==> src/tcsf_pkg.sv <==
// Package for the touch contact slot framer.
// Holds the item, frame and table entry types, the state and phase codes
// and the frame byte constants. No dependencies.
package tcsf_pkg;

    // Stored slot number width and frame geometry
    localparam int SLOT_W    = 5;
    localparam int PHASE_W   = 2;
    localparam int FRAME_LEN = 14;
    localparam int CNT_W     = 4;
    localparam int CFG_AW    = 3;

    // Frame marker bytes
    localparam logic [7:0] FRAME_SOF = 8'hF3;
    localparam logic [7:0] FRAME_LEN_BYTE = 8'h0E;
    localparam logic [7:0] FRAME_EOF = 8'hF4;

    // Contact state nibble codes
    localparam logic [3:0] ST_TOUCH = 4'd7;
    localparam logic [3:0] ST_LIFT  = 4'd4;

    // Configuration register indexes
    localparam logic [0:0] REG_BOARD_ACTIVE = 1'b0;

    // Contact phase codes
    typedef enum logic [PHASE_W-1:0] {
        PH_DOWN = 2'd0,
        PH_UP   = 2'd1,
        PH_MOVE = 2'd2
    } t_phase;

    // One input contact record
    typedef struct packed {
        logic        start_of_report;
        logic [7:0]  contact_id;
        logic [3:0]  contact_state;
        logic [3:0]  contact_type;
        logic [15:0] pos_x;
        logic [15:0] pos_y;
        logic [15:0] size_w;
        logic [15:0] size_h;
    } t_item;

    // One entry of the contact table memory
    typedef struct packed {
        logic [SLOT_W-1:0]  slot;
        logic [PHASE_W-1:0] phase;
    } t_entry;

    // Fields of one frame to be serialized
    typedef struct packed {
        logic [3:0]         contact_type;
        logic [SLOT_W-1:0]  slot;
        logic [PHASE_W-1:0] phase;
        logic [15:0]        pos_x;
        logic [15:0]        pos_y;
        logic [15:0]        size_w;
        logic [15:0]        size_h;
    } t_frame;

endpackage

==> src/tcsf_if.sv <==
// Channel interfaces of the touch contact slot framer: contact records in,
// frame bytes out. Depends on tcsf_pkg.
interface tcsf_item_if import tcsf_pkg::*; ();
    logic        valid;
    logic        ready;
    logic        start_of_report;
    logic [7:0]  contact_id;
    logic [3:0]  contact_state;
    logic [3:0]  contact_type;
    logic [15:0] pos_x;
    logic [15:0] pos_y;
    logic [15:0] size_w;
    logic [15:0] size_h;

    modport source (
        output valid, start_of_report, contact_id, contact_state, contact_type,
               pos_x, pos_y, size_w, size_h,
        input  ready
    );
    modport sink (
        input  valid, start_of_report, contact_id, contact_state, contact_type,
               pos_x, pos_y, size_w, size_h,
        output ready
    );
endinterface

interface tcsf_frame_if ();
    logic       valid;
    logic       ready;
    logic [7:0] frame_byte;
    logic       frame_last;

    modport source (output valid, frame_byte, frame_last, input ready);
    modport sink (input valid, frame_byte, frame_last, output ready);
endinterface

==> src/tcsf_ram.sv <==
// Generic single-write, single-read RAM with a registered read port.
// No dependencies.
module tcsf_ram #(
    parameter int WIDTH = 8,
    parameter int DEPTH = 64
) (
    input  logic                                 i_clk,
    input  logic                                 i_we,
    input  logic [(DEPTH > 1 ? $clog2(DEPTH) : 1)-1:0] i_waddr,
    input  logic [WIDTH-1:0]                     i_wdata,
    input  logic [(DEPTH > 1 ? $clog2(DEPTH) : 1)-1:0] i_raddr,
    output logic [WIDTH-1:0]                     o_rdata
);

    logic [WIDTH-1:0] r_mem [DEPTH];

    // Write port
    always_ff @(posedge i_clk) begin
        if (i_we) begin
            r_mem[i_waddr] <= i_wdata;
        end
    end

    // Registered read port
    always_ff @(posedge i_clk) begin
        o_rdata <= r_mem[i_raddr];
    end

endmodule

==> src/tcsf_slot_ctl.sv <==
// Slot tracker: reads the contact table, applies the touch/lift rules,
// writes back and hands finished frames to the serializer.
// Depends on tcsf_pkg, tcsf_if and tcsf_ram.
module tcsf_slot_ctl import tcsf_pkg::*; #(
    parameter int CONTACT_IDS = 64,
    parameter int SLOT_COUNT  = 20
) (
    input  logic        i_clk,
    input  logic        i_rst_n,
    input  logic        i_board_active,
    tcsf_item_if.sink   i_item,
    output t_frame      o_frame,
    output logic        o_frame_load,
    input  logic        i_frame_free
);

    localparam int AW = (CONTACT_IDS > 1) ? $clog2(CONTACT_IDS) : 1;

    // Lookup stage
    logic             r_s1_valid;
    t_item            r_s1_item;
    // Flop state
    logic [CONTACT_IDS-1:0] r_assigned;
    logic [SLOT_COUNT-1:0]  r_busy;
    logic                   r_skip;
    // Forwarding of the last write-back
    logic             r_fwd_valid;
    logic [AW-1:0]    r_fwd_id;
    t_entry           r_fwd_data;

    logic             w_hold;
    logic             w_done;
    logic [AW-1:0]    w_raddr;
    logic [AW-1:0]    w_idx;
    t_entry           w_rdata;
    t_entry           w_entry;
    t_entry           n_entry;
    logic             w_we;
    logic             w_in_range;
    logic             w_skip_eff;
    logic             w_end_mark;
    logic             w_proc;
    logic             w_asg_cur;
    logic             w_asg_new;
    logic             w_emit;
    logic             w_alloc;
    logic             w_release;
    logic             w_free_found;
    logic [SLOT_W-1:0] w_free_slot;
    logic             n_skip;
    t_item            w_in;

    assign w_in = '{
        start_of_report: i_item.start_of_report,
        contact_id:      i_item.contact_id,
        contact_state:   i_item.contact_state,
        contact_type:    i_item.contact_type,
        pos_x:           i_item.pos_x,
        pos_y:           i_item.pos_y,
        size_w:          i_item.size_w,
        size_h:          i_item.size_h
    };

    // Re-read the held entry while stalled, else look up the incoming item
    assign w_raddr = w_hold ? r_s1_item.contact_id[AW-1:0] : i_item.contact_id[AW-1:0];
    assign w_idx   = r_s1_item.contact_id[AW-1:0];

    tcsf_ram #(
        .WIDTH ($bits(t_entry)),
        .DEPTH (CONTACT_IDS)
    ) u_table (
        .i_clk   (i_clk),
        .i_we    (w_we),
        .i_waddr (w_idx),
        .i_wdata (n_entry),
        .i_raddr (w_raddr),
        .o_rdata (w_rdata)
    );

    // Lowest free slot
    always_comb begin
        w_free_found = 1'b0;
        w_free_slot  = '0;
        for (int s = SLOT_COUNT - 1; s >= 0; s--) begin
            if (!r_busy[s]) begin
                w_free_found = 1'b1;
                w_free_slot  = SLOT_W'(s);
            end
        end
    end

    // Record classification and table update
    always_comb begin
        w_entry    = (r_fwd_valid && r_fwd_id == w_idx) ? r_fwd_data : w_rdata;
        w_in_range = {1'b0, r_s1_item.contact_id} < 9'(CONTACT_IDS);
        w_skip_eff = r_s1_item.start_of_report ? 1'b0 : r_skip;
        w_end_mark = (r_s1_item.pos_x == 16'd0) && (r_s1_item.pos_y == 16'd0);
        w_proc     = i_board_active && !w_skip_eff && !w_end_mark && w_in_range;
        w_asg_cur  = w_in_range && r_assigned[w_idx];
        n_skip     = i_board_active ? (w_skip_eff || w_end_mark) : r_skip;

        n_entry   = w_entry;
        w_we      = 1'b0;
        w_alloc   = 1'b0;
        w_release = 1'b0;
        w_asg_new = w_asg_cur;
        if (w_proc) begin
            if (r_s1_item.contact_state == ST_TOUCH) begin
                if (!w_asg_cur) begin
                    if (w_free_found) begin
                        w_alloc       = 1'b1;
                        w_asg_new     = 1'b1;
                        n_entry.slot  = w_free_slot;
                        n_entry.phase = PH_DOWN;
                        w_we          = 1'b1;
                    end
                end else if (w_entry.phase == PH_DOWN) begin
                    n_entry.phase = PH_MOVE;
                    w_we          = 1'b1;
                end
            end else if (r_s1_item.contact_state == ST_LIFT) begin
                if (w_asg_cur) begin
                    n_entry.phase = PH_UP;
                    w_release     = 1'b1;
                end
            end
        end
        w_emit = w_proc && w_asg_new;
    end

    // Stall the lookup stage only when a frame waits for the serializer
    assign w_hold         = r_s1_valid && w_emit && !i_frame_free;
    assign w_done         = r_s1_valid && !w_hold;
    assign i_item.ready   = !r_s1_valid || !w_hold;
    assign o_frame_load   = r_s1_valid && w_emit && i_frame_free;

    assign o_frame = '{
        contact_type: r_s1_item.contact_type,
        slot:         n_entry.slot,
        phase:        n_entry.phase,
        pos_x:        r_s1_item.pos_x,
        pos_y:        r_s1_item.pos_y,
        size_w:       r_s1_item.size_w,
        size_h:       r_s1_item.size_h
    };

    // Advance the lookup stage
    always_ff @(posedge i_clk) begin
        if (!i_rst_n) begin
            r_s1_valid <= 1'b0;
        end else if (i_item.ready) begin
            r_s1_valid <= i_item.valid;
        end
    end

    always_ff @(posedge i_clk) begin
        if (i_item.ready && i_item.valid) begin
            r_s1_item <= w_in;
        end
    end

    // Commit assignment, slot and skip state
    always_ff @(posedge i_clk) begin
        if (!i_rst_n) begin
            r_assigned <= '0;
            r_busy     <= '0;
            r_skip     <= 1'b0;
        end else if (w_done) begin
            r_skip <= n_skip;
            if (w_alloc) begin
                r_assigned[w_idx] <= 1'b1;
            end
            if (w_release) begin
                r_assigned[w_idx] <= 1'b0;
            end
            for (int s = 0; s < SLOT_COUNT; s++) begin
                if (w_alloc && w_free_slot == SLOT_W'(s)) begin
                    r_busy[s] <= 1'b1;
                end
                if (w_release && w_entry.slot == SLOT_W'(s)) begin
                    r_busy[s] <= 1'b0;
                end
            end
        end
    end

    // Remember the last write-back for a lookup that raced it
    always_ff @(posedge i_clk) begin
        if (!i_rst_n) begin
            r_fwd_valid <= 1'b0;
        end else begin
            r_fwd_valid <= w_we && w_done;
        end
    end

    always_ff @(posedge i_clk) begin
        r_fwd_id   <= w_idx;
        r_fwd_data <= n_entry;
    end

endmodule

==> src/tcsf_frame_ser.sv <==
// Frame serializer: holds one frame and sends its 14 bytes one per item.
// Depends on tcsf_pkg and tcsf_if.
module tcsf_frame_ser import tcsf_pkg::*; (
    input  logic         i_clk,
    input  logic         i_rst_n,
    input  t_frame       i_frame,
    input  logic         i_load,
    output logic         o_free,
    tcsf_frame_if.source o_frame
);

    localparam logic [CNT_W-1:0] LAST_POS = CNT_W'(FRAME_LEN - 1);

    logic             r_valid;
    logic [CNT_W-1:0] r_cnt;
    t_frame           r_frame;
    logic [7:0]       w_bytes [FRAME_LEN];
    logic             w_take;

    assign w_take = r_valid && o_frame.ready;
    assign o_free = !r_valid || (w_take && r_cnt == LAST_POS);

    // Frame layout
    always_comb begin
        w_bytes[0]  = FRAME_SOF;
        w_bytes[1]  = FRAME_LEN_BYTE;
        w_bytes[2]  = {4'b0, r_frame.contact_type};
        w_bytes[3]  = 8'(r_frame.slot) + 8'd1;
        w_bytes[4]  = {6'b0, r_frame.phase};
        w_bytes[5]  = r_frame.pos_x[15:8];
        w_bytes[6]  = r_frame.pos_x[7:0];
        w_bytes[7]  = r_frame.pos_y[15:8];
        w_bytes[8]  = r_frame.pos_y[7:0];
        w_bytes[9]  = r_frame.size_w[15:8];
        w_bytes[10] = r_frame.size_w[7:0];
        w_bytes[11] = r_frame.size_h[15:8];
        w_bytes[12] = r_frame.size_h[7:0];
        w_bytes[13] = FRAME_EOF;
    end

    assign o_frame.valid      = r_valid;
    assign o_frame.frame_byte = w_bytes[r_cnt];
    assign o_frame.frame_last = (r_cnt == LAST_POS);

    // Load a new frame or advance the byte pointer
    always_ff @(posedge i_clk) begin
        if (!i_rst_n) begin
            r_valid <= 1'b0;
            r_cnt   <= '0;
        end else if (i_load) begin
            r_valid <= 1'b1;
            r_cnt   <= '0;
        end else if (w_take) begin
            if (r_cnt == LAST_POS) begin
                r_valid <= 1'b0;
            end else begin
                r_cnt <= r_cnt + 1'b1;
            end
        end
    end

    always_ff @(posedge i_clk) begin
        if (i_load) begin
            r_frame <= i_frame;
        end
    end

endmodule

==> src/touch_contact_slot_framer_top.sv <==
// Top level of the touch contact slot framer: configuration register,
// slot tracker and frame serializer. Depends on tcsf_pkg, tcsf_if,
// tcsf_slot_ctl and tcsf_frame_ser.
//
// Usage: contact records enter on i_item (valid/ready), one per item.
// Each processed record whose id holds or gets a slot produces a
// 14-byte frame on o_frame, one byte per item, frame_last marking the
// closing F4 byte. Records that produce no frame are taken at one per
// cycle while no frame waits in the lookup stage. The table read lands
// on the accepting edge, and the frame register loads once the
// serializer is free; its first byte is then valid. The next record is
// accepted while a frame is being sent, and a second frame waits in the
// lookup stage until the last byte goes out. Framed records are thus
// limited by the output, which sends one byte per cycle while the
// receiver is ready. The board_active register (paddr[2] low on the APB
// port) drops every record while zero. At reset all ids are unassigned,
// all slots free, the skip flag is clear and board_active is zero. When
// the receiver stalls, the current byte holds and the input stops once
// a frame waits in the lookup stage.
module touch_contact_slot_framer_top import tcsf_pkg::*; #(
    parameter int CONTACT_IDS = 64,
    parameter int SLOT_COUNT  = 20
) (
    input  logic              i_clk,
    input  logic              i_rst_n,
    tcsf_item_if.sink         i_item,
    tcsf_frame_if.source      o_frame,
    input  logic              psel,
    input  logic              penable,
    input  logic              pwrite,
    input  logic [CFG_AW-1:0] paddr,
    input  logic [31:0]       pwdata,
    output logic [31:0]       prdata,
    output logic              pready
);

    logic   r_board_active;
    t_frame w_frame;
    logic   w_load;
    logic   w_free;

    // Configuration register
    assign pready = 1'b1;

    always_ff @(posedge i_clk) begin
        if (!i_rst_n) begin
            r_board_active <= 1'b0;
        end else if (psel && penable && pwrite && paddr[2] == REG_BOARD_ACTIVE) begin
            r_board_active <= pwdata[0];
        end
    end

    always_comb begin
        prdata = '0;
        if (paddr[2] == REG_BOARD_ACTIVE) begin
            prdata = {31'b0, r_board_active};
        end
    end

    tcsf_slot_ctl #(
        .CONTACT_IDS (CONTACT_IDS),
        .SLOT_COUNT  (SLOT_COUNT)
    ) u_slot_ctl (
        .i_clk          (i_clk),
        .i_rst_n        (i_rst_n),
        .i_board_active (r_board_active),
        .i_item         (i_item),
        .o_frame        (w_frame),
        .o_frame_load   (w_load),
        .i_frame_free   (w_free)
    );

    tcsf_frame_ser u_frame_ser (
        .i_clk   (i_clk),
        .i_rst_n (i_rst_n),
        .i_frame (w_frame),
        .i_load  (w_load),
        .o_free  (w_free),
        .o_frame (o_frame)
    );

    // Closing byte is always the end marker
    a_last_is_eof: assert property (@(posedge i_clk) disable iff (!i_rst_n)
        o_frame.valid && o_frame.frame_last |-> o_frame.frame_byte == FRAME_EOF)
        else $error("frame_last on a byte other than the end marker");

    // A byte right after a frame's last byte, if valid, is the start marker
    a_next_is_sof: assert property (@(posedge i_clk) disable iff (!i_rst_n)
        o_frame.valid && o_frame.ready && o_frame.frame_last
        |=> !o_frame.valid || o_frame.frame_byte == FRAME_SOF)
        else $error("frame does not open with the start marker");

    // Bytes of one frame follow without gaps
    a_no_gap: assert property (@(posedge i_clk) disable iff (!i_rst_n)
        o_frame.valid && o_frame.ready && !o_frame.frame_last |=> o_frame.valid)
        else $error("gap inside a frame");

endmodule
==> src/flat_wrapper.sv <==
// flat-port wrapper written by rule: the top's interface ports become plain ports
module touch_contact_slot_framer_top_flat import tcsf_pkg::*;
#(
    parameter int CONTACT_IDS = 64,
    parameter int SLOT_COUNT  = 20
)
  (i_clk, i_rst_n, psel, penable, pwrite, paddr, pwdata, prdata, pready, i_item_valid, i_item_start_of_report, i_item_contact_id, i_item_contact_state, i_item_contact_type, i_item_pos_x, i_item_pos_y, i_item_size_w, i_item_size_h, i_item_ready, o_frame_valid, o_frame_frame_byte, o_frame_frame_last, o_frame_ready);
  tcsf_item_if i_item_i ();
  tcsf_frame_if o_frame_i ();
  input  logic i_clk;
  input  logic i_rst_n;
  input  logic psel;
  input  logic penable;
  input  logic pwrite;
  input  logic [CFG_AW-1:0] paddr;
  input  logic [31:0] pwdata;
  output logic [31:0] prdata;
  output logic pready;
  input wire logic [$bits(i_item_i.valid)-1:0] i_item_valid;
  input wire logic [$bits(i_item_i.start_of_report)-1:0] i_item_start_of_report;
  input wire logic [$bits(i_item_i.contact_id)-1:0] i_item_contact_id;
  input wire logic [$bits(i_item_i.contact_state)-1:0] i_item_contact_state;
  input wire logic [$bits(i_item_i.contact_type)-1:0] i_item_contact_type;
  input wire logic [$bits(i_item_i.pos_x)-1:0] i_item_pos_x;
  input wire logic [$bits(i_item_i.pos_y)-1:0] i_item_pos_y;
  input wire logic [$bits(i_item_i.size_w)-1:0] i_item_size_w;
  input wire logic [$bits(i_item_i.size_h)-1:0] i_item_size_h;
  output wire logic [$bits(i_item_i.ready)-1:0] i_item_ready;
  output wire logic [$bits(o_frame_i.valid)-1:0] o_frame_valid;
  output wire logic [$bits(o_frame_i.frame_byte)-1:0] o_frame_frame_byte;
  output wire logic [$bits(o_frame_i.frame_last)-1:0] o_frame_frame_last;
  input wire logic [$bits(o_frame_i.ready)-1:0] o_frame_ready;
  assign i_item_i.valid = i_item_valid;
  assign i_item_i.start_of_report = i_item_start_of_report;
  assign i_item_i.contact_id = i_item_contact_id;
  assign i_item_i.contact_state = i_item_contact_state;
  assign i_item_i.contact_type = i_item_contact_type;
  assign i_item_i.pos_x = i_item_pos_x;
  assign i_item_i.pos_y = i_item_pos_y;
  assign i_item_i.size_w = i_item_size_w;
  assign i_item_i.size_h = i_item_size_h;
  assign i_item_ready = i_item_i.ready;
  assign o_frame_valid = o_frame_i.valid;
  assign o_frame_frame_byte = o_frame_i.frame_byte;
  assign o_frame_frame_last = o_frame_i.frame_last;
  assign o_frame_i.ready = o_frame_ready;
  touch_contact_slot_framer_top #(.CONTACT_IDS(CONTACT_IDS), .SLOT_COUNT(SLOT_COUNT)) u_core (.i_clk(i_clk), .i_rst_n(i_rst_n), .i_item(i_item_i), .o_frame(o_frame_i), .psel(psel), .penable(penable), .pwrite(pwrite), .paddr(paddr), .pwdata(pwdata), .prdata(prdata), .pready(pready));
endmodule
==> config.mk <==
export PLATFORM = sky130hd
export DESIGN_NAME = touch_contact_slot_framer_top_flat
export DESIGN_NICKNAME = d
export VERILOG_FILES = /design/src/tcsf_pkg.sv /design/src/tcsf_if.sv /design/src/tcsf_ram.sv /design/src/tcsf_slot_ctl.sv /design/src/tcsf_frame_ser.sv /design/src/touch_contact_slot_framer_top.sv /design/src/flat_wrapper.sv
export SDC_FILE = /design/constraint.sdc
export NUM_CORES = 1
export LEC_CHECK = 0
export BUFFER_PORTS_ARGS = -buffer_cell sky130_fd_sc_hd__buf_2
export CORE_MARGIN = 2
export CORE_UTILIZATION = 55
export CTS_CLUSTER_DIAMETER = 80
export CTS_CLUSTER_SIZE = 28
export DETAILED_ROUTE_END_ITERATION = 8
export PLACE_DENSITY = 0.79
export SYNTH_ARGS = -nofsm -noshare
export SYNTH_HDL_FRONTEND = slang
export SYNTH_SLANG_ARGS = --single-unit
==> constraint.sdc <==
create_clock -name i_clk -period 13.51 [get_ports i_clk]
set_input_delay 1.351 -clock i_clk [delete_from_list [all_inputs] [get_ports i_clk]]
set_output_delay 1.351 -clock i_clk [all_outputs]
set_load 0.005 [all_outputs]
Yosys cells after proc, flatten, opt, wreduce, memory -nomap -nowiden
Memory sizes are Yosys's and may differ from the RTL's. A register that Yosys moved wholly into a read port is not among the register bits.
Index checks and enable logic that the tools add are counted.

storage, ports and cells
  register bits = 262
  memory bits (writable) = 448
  input bits = 123
  output and inout port bits = 44
  logic and storage cells = 344
  memories = 1

memory list
  memory                           words  bits a word  read ports  clocked after Yosys merged registers in  write ports  line            RTL
  u_core.u_slot_ctl.u_table.r_mem  64     7            1           1                                        1            tcsf_ram.sv:15  logic [WIDTH-1:0] r_mem [DEPTH];

operators by class
  $add $sub $neg = 2
  order comparisons = 4
  equality and inequality tests = 42
  muxes and demuxes = 124
  bitwise gates (word level) = 7
  reduce and logical (&&, ||, !) cells = 119

operators with widths
  cell                                                 number
  2-to-1 mux 64 bit                                    4
  2-to-1 mux 5 bit                                     22
  2-to-1 mux 1 bit                                     84
  equality test 5 x 4 -> 1 bit, second input constant  16
  bitwise AND 64 bit                                   1
  NOT 64 bit                                           1
  bitwise OR 64 bit                                    1
  logical AND 1 bit                                    59
  AND reduction 2 bit                                  23
  nonzero test 2 bit                                   22
  equality test 5 x 3 -> 1 bit, second input constant  8
  equality test 5 bit, second input constant           8
  binary-select mux 8 bit (select 4 bit)               1
  logical NOT 16 bit                                   2
  2-to-1 mux 7 bit                                     3
  equality test 5 x 2 -> 1 bit, second input constant  4
  2-to-1 mux 8 bit                                     2
  equality test 5 x 1 -> 1 bit, second input constant  2
  logical NOT 5 bit                                    2
  2-to-1 mux 2 bit                                     5
  equality test 4 x 3 -> 1 bit, second input constant  2
  < comparator 8 x 7 -> 1 bit, second input constant   1
  < comparator 6 x 7 -> 1 bit, second input constant   1
  adder 5 x 1 -> 6 bit, second input constant          1
  other kinds (14)                                     23

Longest topological paths before layout
  depth after elaboration = 33
  gate-level depth with buffers = 19
  mapped depth without buffers = 13

By module
Synthesis repeated with hierarchy kept, for this count alone.

second synthesis, totals
  cell total of the unflattened synthesis = 1867
  area total of the unflattened synthesis = 29684.7 um^2

by module, submodules not included
  module                         instances  cells an instance  area an instance (um^2)  seq. area each (um^2)
  tcsf_ram                       1          827                17635.7                  13593.0
  tcsf_slot_ctl                  1          784                8375.5                   4434.3
  tcsf_frame_ser                 1          216                3358.2                   2352.3
  touch_contact_slot_framer_top  1          40                 315.3                    20.0

Worst setup path before layout
Ideal clock, no wire load.

  path kind = register to register
  start = reg u_core.u_slot_ctl.r_s1_item[72] (netlist bit)
  end = reg u_core.u_frame_ser.r_frame[66] (netlist bit), data pin
  data arrival time = 4.968 ns
  data required time = 12.775 ns
  path slack = 7.807 ns
  stages on the path, launching flop included = 10
  clock period less this slack = 5.703 ns
  cell sequence = edfxtp_1 > buf_6 > and2b_4 > a221oi_2 > o22ai_1 > a32o_2 > nor4_4 > o2111ai_1 > clkbuf_1 > o31ai_1

RTL lines
  what                    line                  RTL
  start, declared         tcsf_slot_ctl.sv:21   t_item r_s1_item;
  start signal, assigned  tcsf_slot_ctl.sv:158  r_s1_item <= w_in;
  end signal, assigned    tcsf_frame_ser.sv:64  r_frame <= i_frame;
  end, declared           tcsf_frame_ser.sv:16  t_frame r_frame;

Worst setup path in the final report
  start = reg u_core.u_slot_ctl.r_s1_item[75] (netlist bit)
  end = reg u_core.u_slot_ctl.u_table.o_rdata[5], read port of u_core.u_slot_ctl.u_table.r_mem

between the ends
  longest elaborated chain between the ends = 10
  elaborated cells between the ends (all ways) = 12
  classes of those cells = 1 x order compare; 6 x mux; 5 x reduce/logical

RTL lines
  what                                    line                  RTL
  binary-select mux 1 bit (select 6 bit)  tcsf_slot_ctl.sv:99   w_asg_cur = w_in_range && r_assigned[w_idx];
  2-to-1 mux 1 bit (implied by the code)  tcsf_slot_ctl.sv:99
  logical AND 1 bit                       tcsf_slot_ctl.sv:99
  2-to-1 mux 1 bit                        tcsf_slot_ctl.sv:109  if (!w_asg_cur) begin
  2-to-1 mux 1 bit                        tcsf_slot_ctl.sv:108  if (r_s1_item.contact_state == ST_TOUCH) begin
  2-to-1 mux 1 bit                        tcsf_slot_ctl.sv:107  if (w_proc) begin
  logical AND 1 bit                       tcsf_slot_ctl.sv:128  w_emit = w_proc && w_asg_new;
  logical AND 1 bit (2 in a row)          tcsf_slot_ctl.sv:132  assign w_hold = r_s1_valid && w_emit && !i_frame_free;
  2-to-1 mux 6 bit *                      tcsf_slot_ctl.sv:65   assign w_raddr = w_hold ? r_s1_item.contact_id[AW-1:0] : i_item.contact_id[AW-1:0];
  end, declared                           tcsf_ram.sv:12        output logic [WIDTH-1:0] o_rdata

Mark *: on every way between the ends. The rest lies on a longest branch, timed or not. The select of a mux whose other input is x is not followed.
A chain may end at the register's enable or synchronous reset.

==> key figures <==
Setup path
  • R2R Path End: u_core.u_slot_ctl.u_table.o_rdata[5]$_DFF_P_
  • Worst R2R Path Depth: 14
  • WP data required: 13.99 ns
  • Crit path from: u_core.u_slot_ctl.r_s1_item[75]$_DFFE_PP_
  • Reg2Reg Setup Slack: 6.54 ns
  • Crit path capture type: flip-flop
  • Worst r2r src: u_core.u_slot_ctl.r_s1_item[75]$_DFFE_PP_
  • WS Path Type: reg -> reg
  • Worst Path Max Fanout: 85
  • Startpoint Class: flip-flop
  • Arrival time at the worst endpoint: 7.45 ns

Floorplan
  • Die width: 234.8 um
  • Core ar.: 0.05266 mm2
  • # rows: 84
  • Initial core utilization: 55.66%
  • Top Ports: 167
  • Die Ht: 234.8 um
  • Die Area: 0.05515 mm2

STA
  • Clock skew: 0.03511 ns
  • Peak Freq: 143.5 MHz
  • Slew Limit Fails: 0
  • Slew @ Worst Pin: 1.293 ns
  • RSZ-0062 raised after global routing: false
  • Fin. Hold Viols: 0
  • Setup WS post-layout: 6.542 ns
  • Hold_ws: 0.4150 ns
  • Final period util: 51.58%
  • Setup TNS: 0 ns
  • Minimum clock period: 6.968 ns
  • Slew Limit Headroom: 13.15%
  • Final setup violation count: 0

Drt
  • Total Wirelength: 69.17 mm
  • Vias: 19210
  • DR pass1 iterations: 6
  • DRC viols: 0
  • Wire per inst: 22.62 um
  • DRT antenna net count: 0
  • Detailed-route vias per instance: 6.282
  • 1st-iter DRT viols: 2294

Clock tree
  • Resize count post-CTS: 0
  • # hold bufs at CTS: 0
  • Clock transition at the registers of the reported paths: 0.11 ns
  • Post-CTS Setup Bufs: 0
  • Total CTS buffers: 34
  • CTS sink count: 717
  • Worst skew pair latency: 0.60 ns
  • H-tree depth: 2
  • Clock Path Buffers: 3
  • TritonCTS clock tree: yes
  • Root Driver: clkbuf_16

Global routing
  • GRT Max-Usage Layer: met2
  • Initial antenna violation count: 1
  • First-pass GRT wire length: 105.5 mm
  • Overall routing resource usage: 24.45%
  • Met3 Usage GRT: 4.464%
  • Met2 Usage GRT: 39.46%
  • Largest net degree at the start of global routing: 91
  • Vias in the first global route: 18750
  • GRT met1 Usage: 33.30%
  • GRT overflow: 0

Logic synthesis
  • Main area contributors after synthesis: edfxtp_1 (62%), dfxtp_1 (7.7%), nand2_1 (6.0%)
  • Syn Inst Count: 2328
  • Top FF cell, synth: edfxtp_1
  • Most frequent cell after synthesis: edfxtp_1
  • Post-synth EDFFs: 604
  • Largest area contributor in the netlist: edfxtp_1
  • Sequential-to-total area share from yosys stat: 69.60%
  • Synthesis Warnings: 0
  • Post-synthesis cell area: 0.02931 mm2
  • Commonest cells post-synth: edfxtp_1 (604), nand2_1 (465), nor2_1 (192)
  • Synthesized area per cell: 12.59 um2
  • Post-synth ARST share: 0%
  • Flops & latches, synth: 717
  • Post-synth top area share: 61.88%
  • Cell variety after synth: 84

Hold path
  • Worst Hold Path EP: u_core.u_frame_ser.r_frame[31]$_DFFE_PP_
  • Hold Crit Start: u_core.u_slot_ctl.o_frame[31]$_DFFE_PP_
  • Hold path depth: 0
  • Worst min path class: reg -> reg

Finish
  • Finished Cell Area: 0.03124 mm2
  • Synth-to-Final Area Change: 6.596%
  • Proportion of layout cells with a drive suffix above 1: 10.97%
  • Final net count: 2480
  • Area of the multi-input gates: 0.008089 mm2
  • Final Non-Filler Cells: 3058
  • Register area: 0.02040 mm2
  • Util after Layout: 59.33%
  • Fillers: 3885
  • Diodes inserted: 0

Run status
  • Status: finished, final reports clean

Run
  • Max-cap viol count: 0

Place
  • Placer Congestion: 0.8568
  • Placement Setup Slack: 6.808 ns
  • Placed Instances: 3005
  • HPWL Detailed: 42.44 mm
  • DP Area: 0.03020 mm2
  • Port bufs: 101

Power
  • Tot Pwr: 3.980 mW
  • Maximum vdd drop: 0.00008665 V
  • Pwr dens: 127.4 mW/mm2
  • Leakage power: 10.16 nW
-- layout make-up --
type                            count  share of cell area [%]
Timing Repair Buffer              134                   2.411
Tap cell                          688                   2.755
Inverter                           25                  0.3084
Clock buffer                       41                   2.875
Sequential cell                   717                   65.29
Multi-Input combinational cell   1441                   25.89
Clock inverter                     12                  0.4646
-- critical path, cell delays in order, from the launching register on --
cell	delay, ns
edfxtp_1	0.63
nand3b_1	0.83
or3_1	0.64
nand3_1	0.16
nor4_4	0.08
a21oi_2	0.65
inv_4	0.34
a21oi_4	0.23
buf_4	0.71
buf_4	0.88
nand2_1	0.67
o2111ai_1	0.39
a221oi_1	0.10
a31oi_1	0.28
o211ai_2	0.13
-- kinds of logic after synthesis --
logic type / synth area share (%)
adder cells (fa/ha/maj): 0.1708
other: 0.02562
flip-flops: 69.60
buffers and inverters: 3.701
multiplexers: 3.142
AO/OA/AOI/OAI: 8.337
XOR/XNOR: 0.3586
AND/OR/NAND/NOR: 14.66
-- state kept, by name, indices dropped and copies added, names as in the netlist, 7 cells and up --
signal and cells:
u_core.u_slot_ctl.o_frame 68, u_core.u_slot_ctl.r_fwd_data 7, u_core.u_slot_ctl.r_s1_item 13, u_core.u_frame_ser.r_frame 75
u_core.u_slot_ctl.r_busy 20, u_core.u_slot_ctl.u_table.o_rdata 7, u_core.u_slot_ctl.r_assigned 64, u_core.u_slot_ctl.u_table.r_mem 448
-- metal layers --
| metal | part of all wire [%] | wire, um | vias to the layer above |
|---|---|---|---|
| met5 | 0.019 | 13 | - |
| met3 | 9.6 | 6647 | 138 |
| li1 | - | - | 8605 |
| met2 | 48 | 33260 | 1071 |
| met4 | 3.4 | 2344 | 2 |
| met1 | 39 | 26910 | 9393 |
-- cells in the final DEF, fill, tap and decap left out, types with 33 or more instances in the layout --
cell type / netlist / routed
mux2i_1: 40 / 36
buf_4: 50 / 33
nand3_1: 109 / 109
nand4_1: 40 / 40
dfxtp_1: 113 / 113
nand2_1: 465 / 465
nor2_1: 192 / 192
buf_2: 57 / 101
o21ai_0: 39 / 39
nor3_1: 76 / 76
a31oi_1: 73 / 73
clkbuf_16: 0 / 35
a21oi_1: 80 / 77
edfxtp_1: 604 / 604
-- report_power, final --
group          switching (mW)  internal, mW
registers              0.0175          2.48
logic                   0.218        0.0650
clock network           0.688         0.514
total                   0.924          3.06
-- worst max path at each step --
stage / endpoint / slack, ns / cells past startpoint
3_5_place_dp: u_core.u_slot_ctl.u_table.o_rdata[5]$_DFF_P_ / 6.81 / 13
6_report: u_core.u_slot_ctl.u_table.o_rdata[5]$_DFF_P_ / 6.54 / 14
3_3_place_gp: u_core.u_slot_ctl.u_table.o_rdata[5]$_DFF_P_ / 6.88 / 13
2_1_floorplan: u_core.u_frame_ser.r_frame[66]$_DFFE_PP_ / 7.81 / 9
4_1_cts: u_core.u_slot_ctl.u_table.o_rdata[5]$_DFF_P_ / 6.78 / 14
5_1_grt: u_core.u_slot_ctl.u_table.o_rdata[5]$_DFF_P_ / 6.30 / 14
No activity file was read; power rests on OpenSTA's default activity.
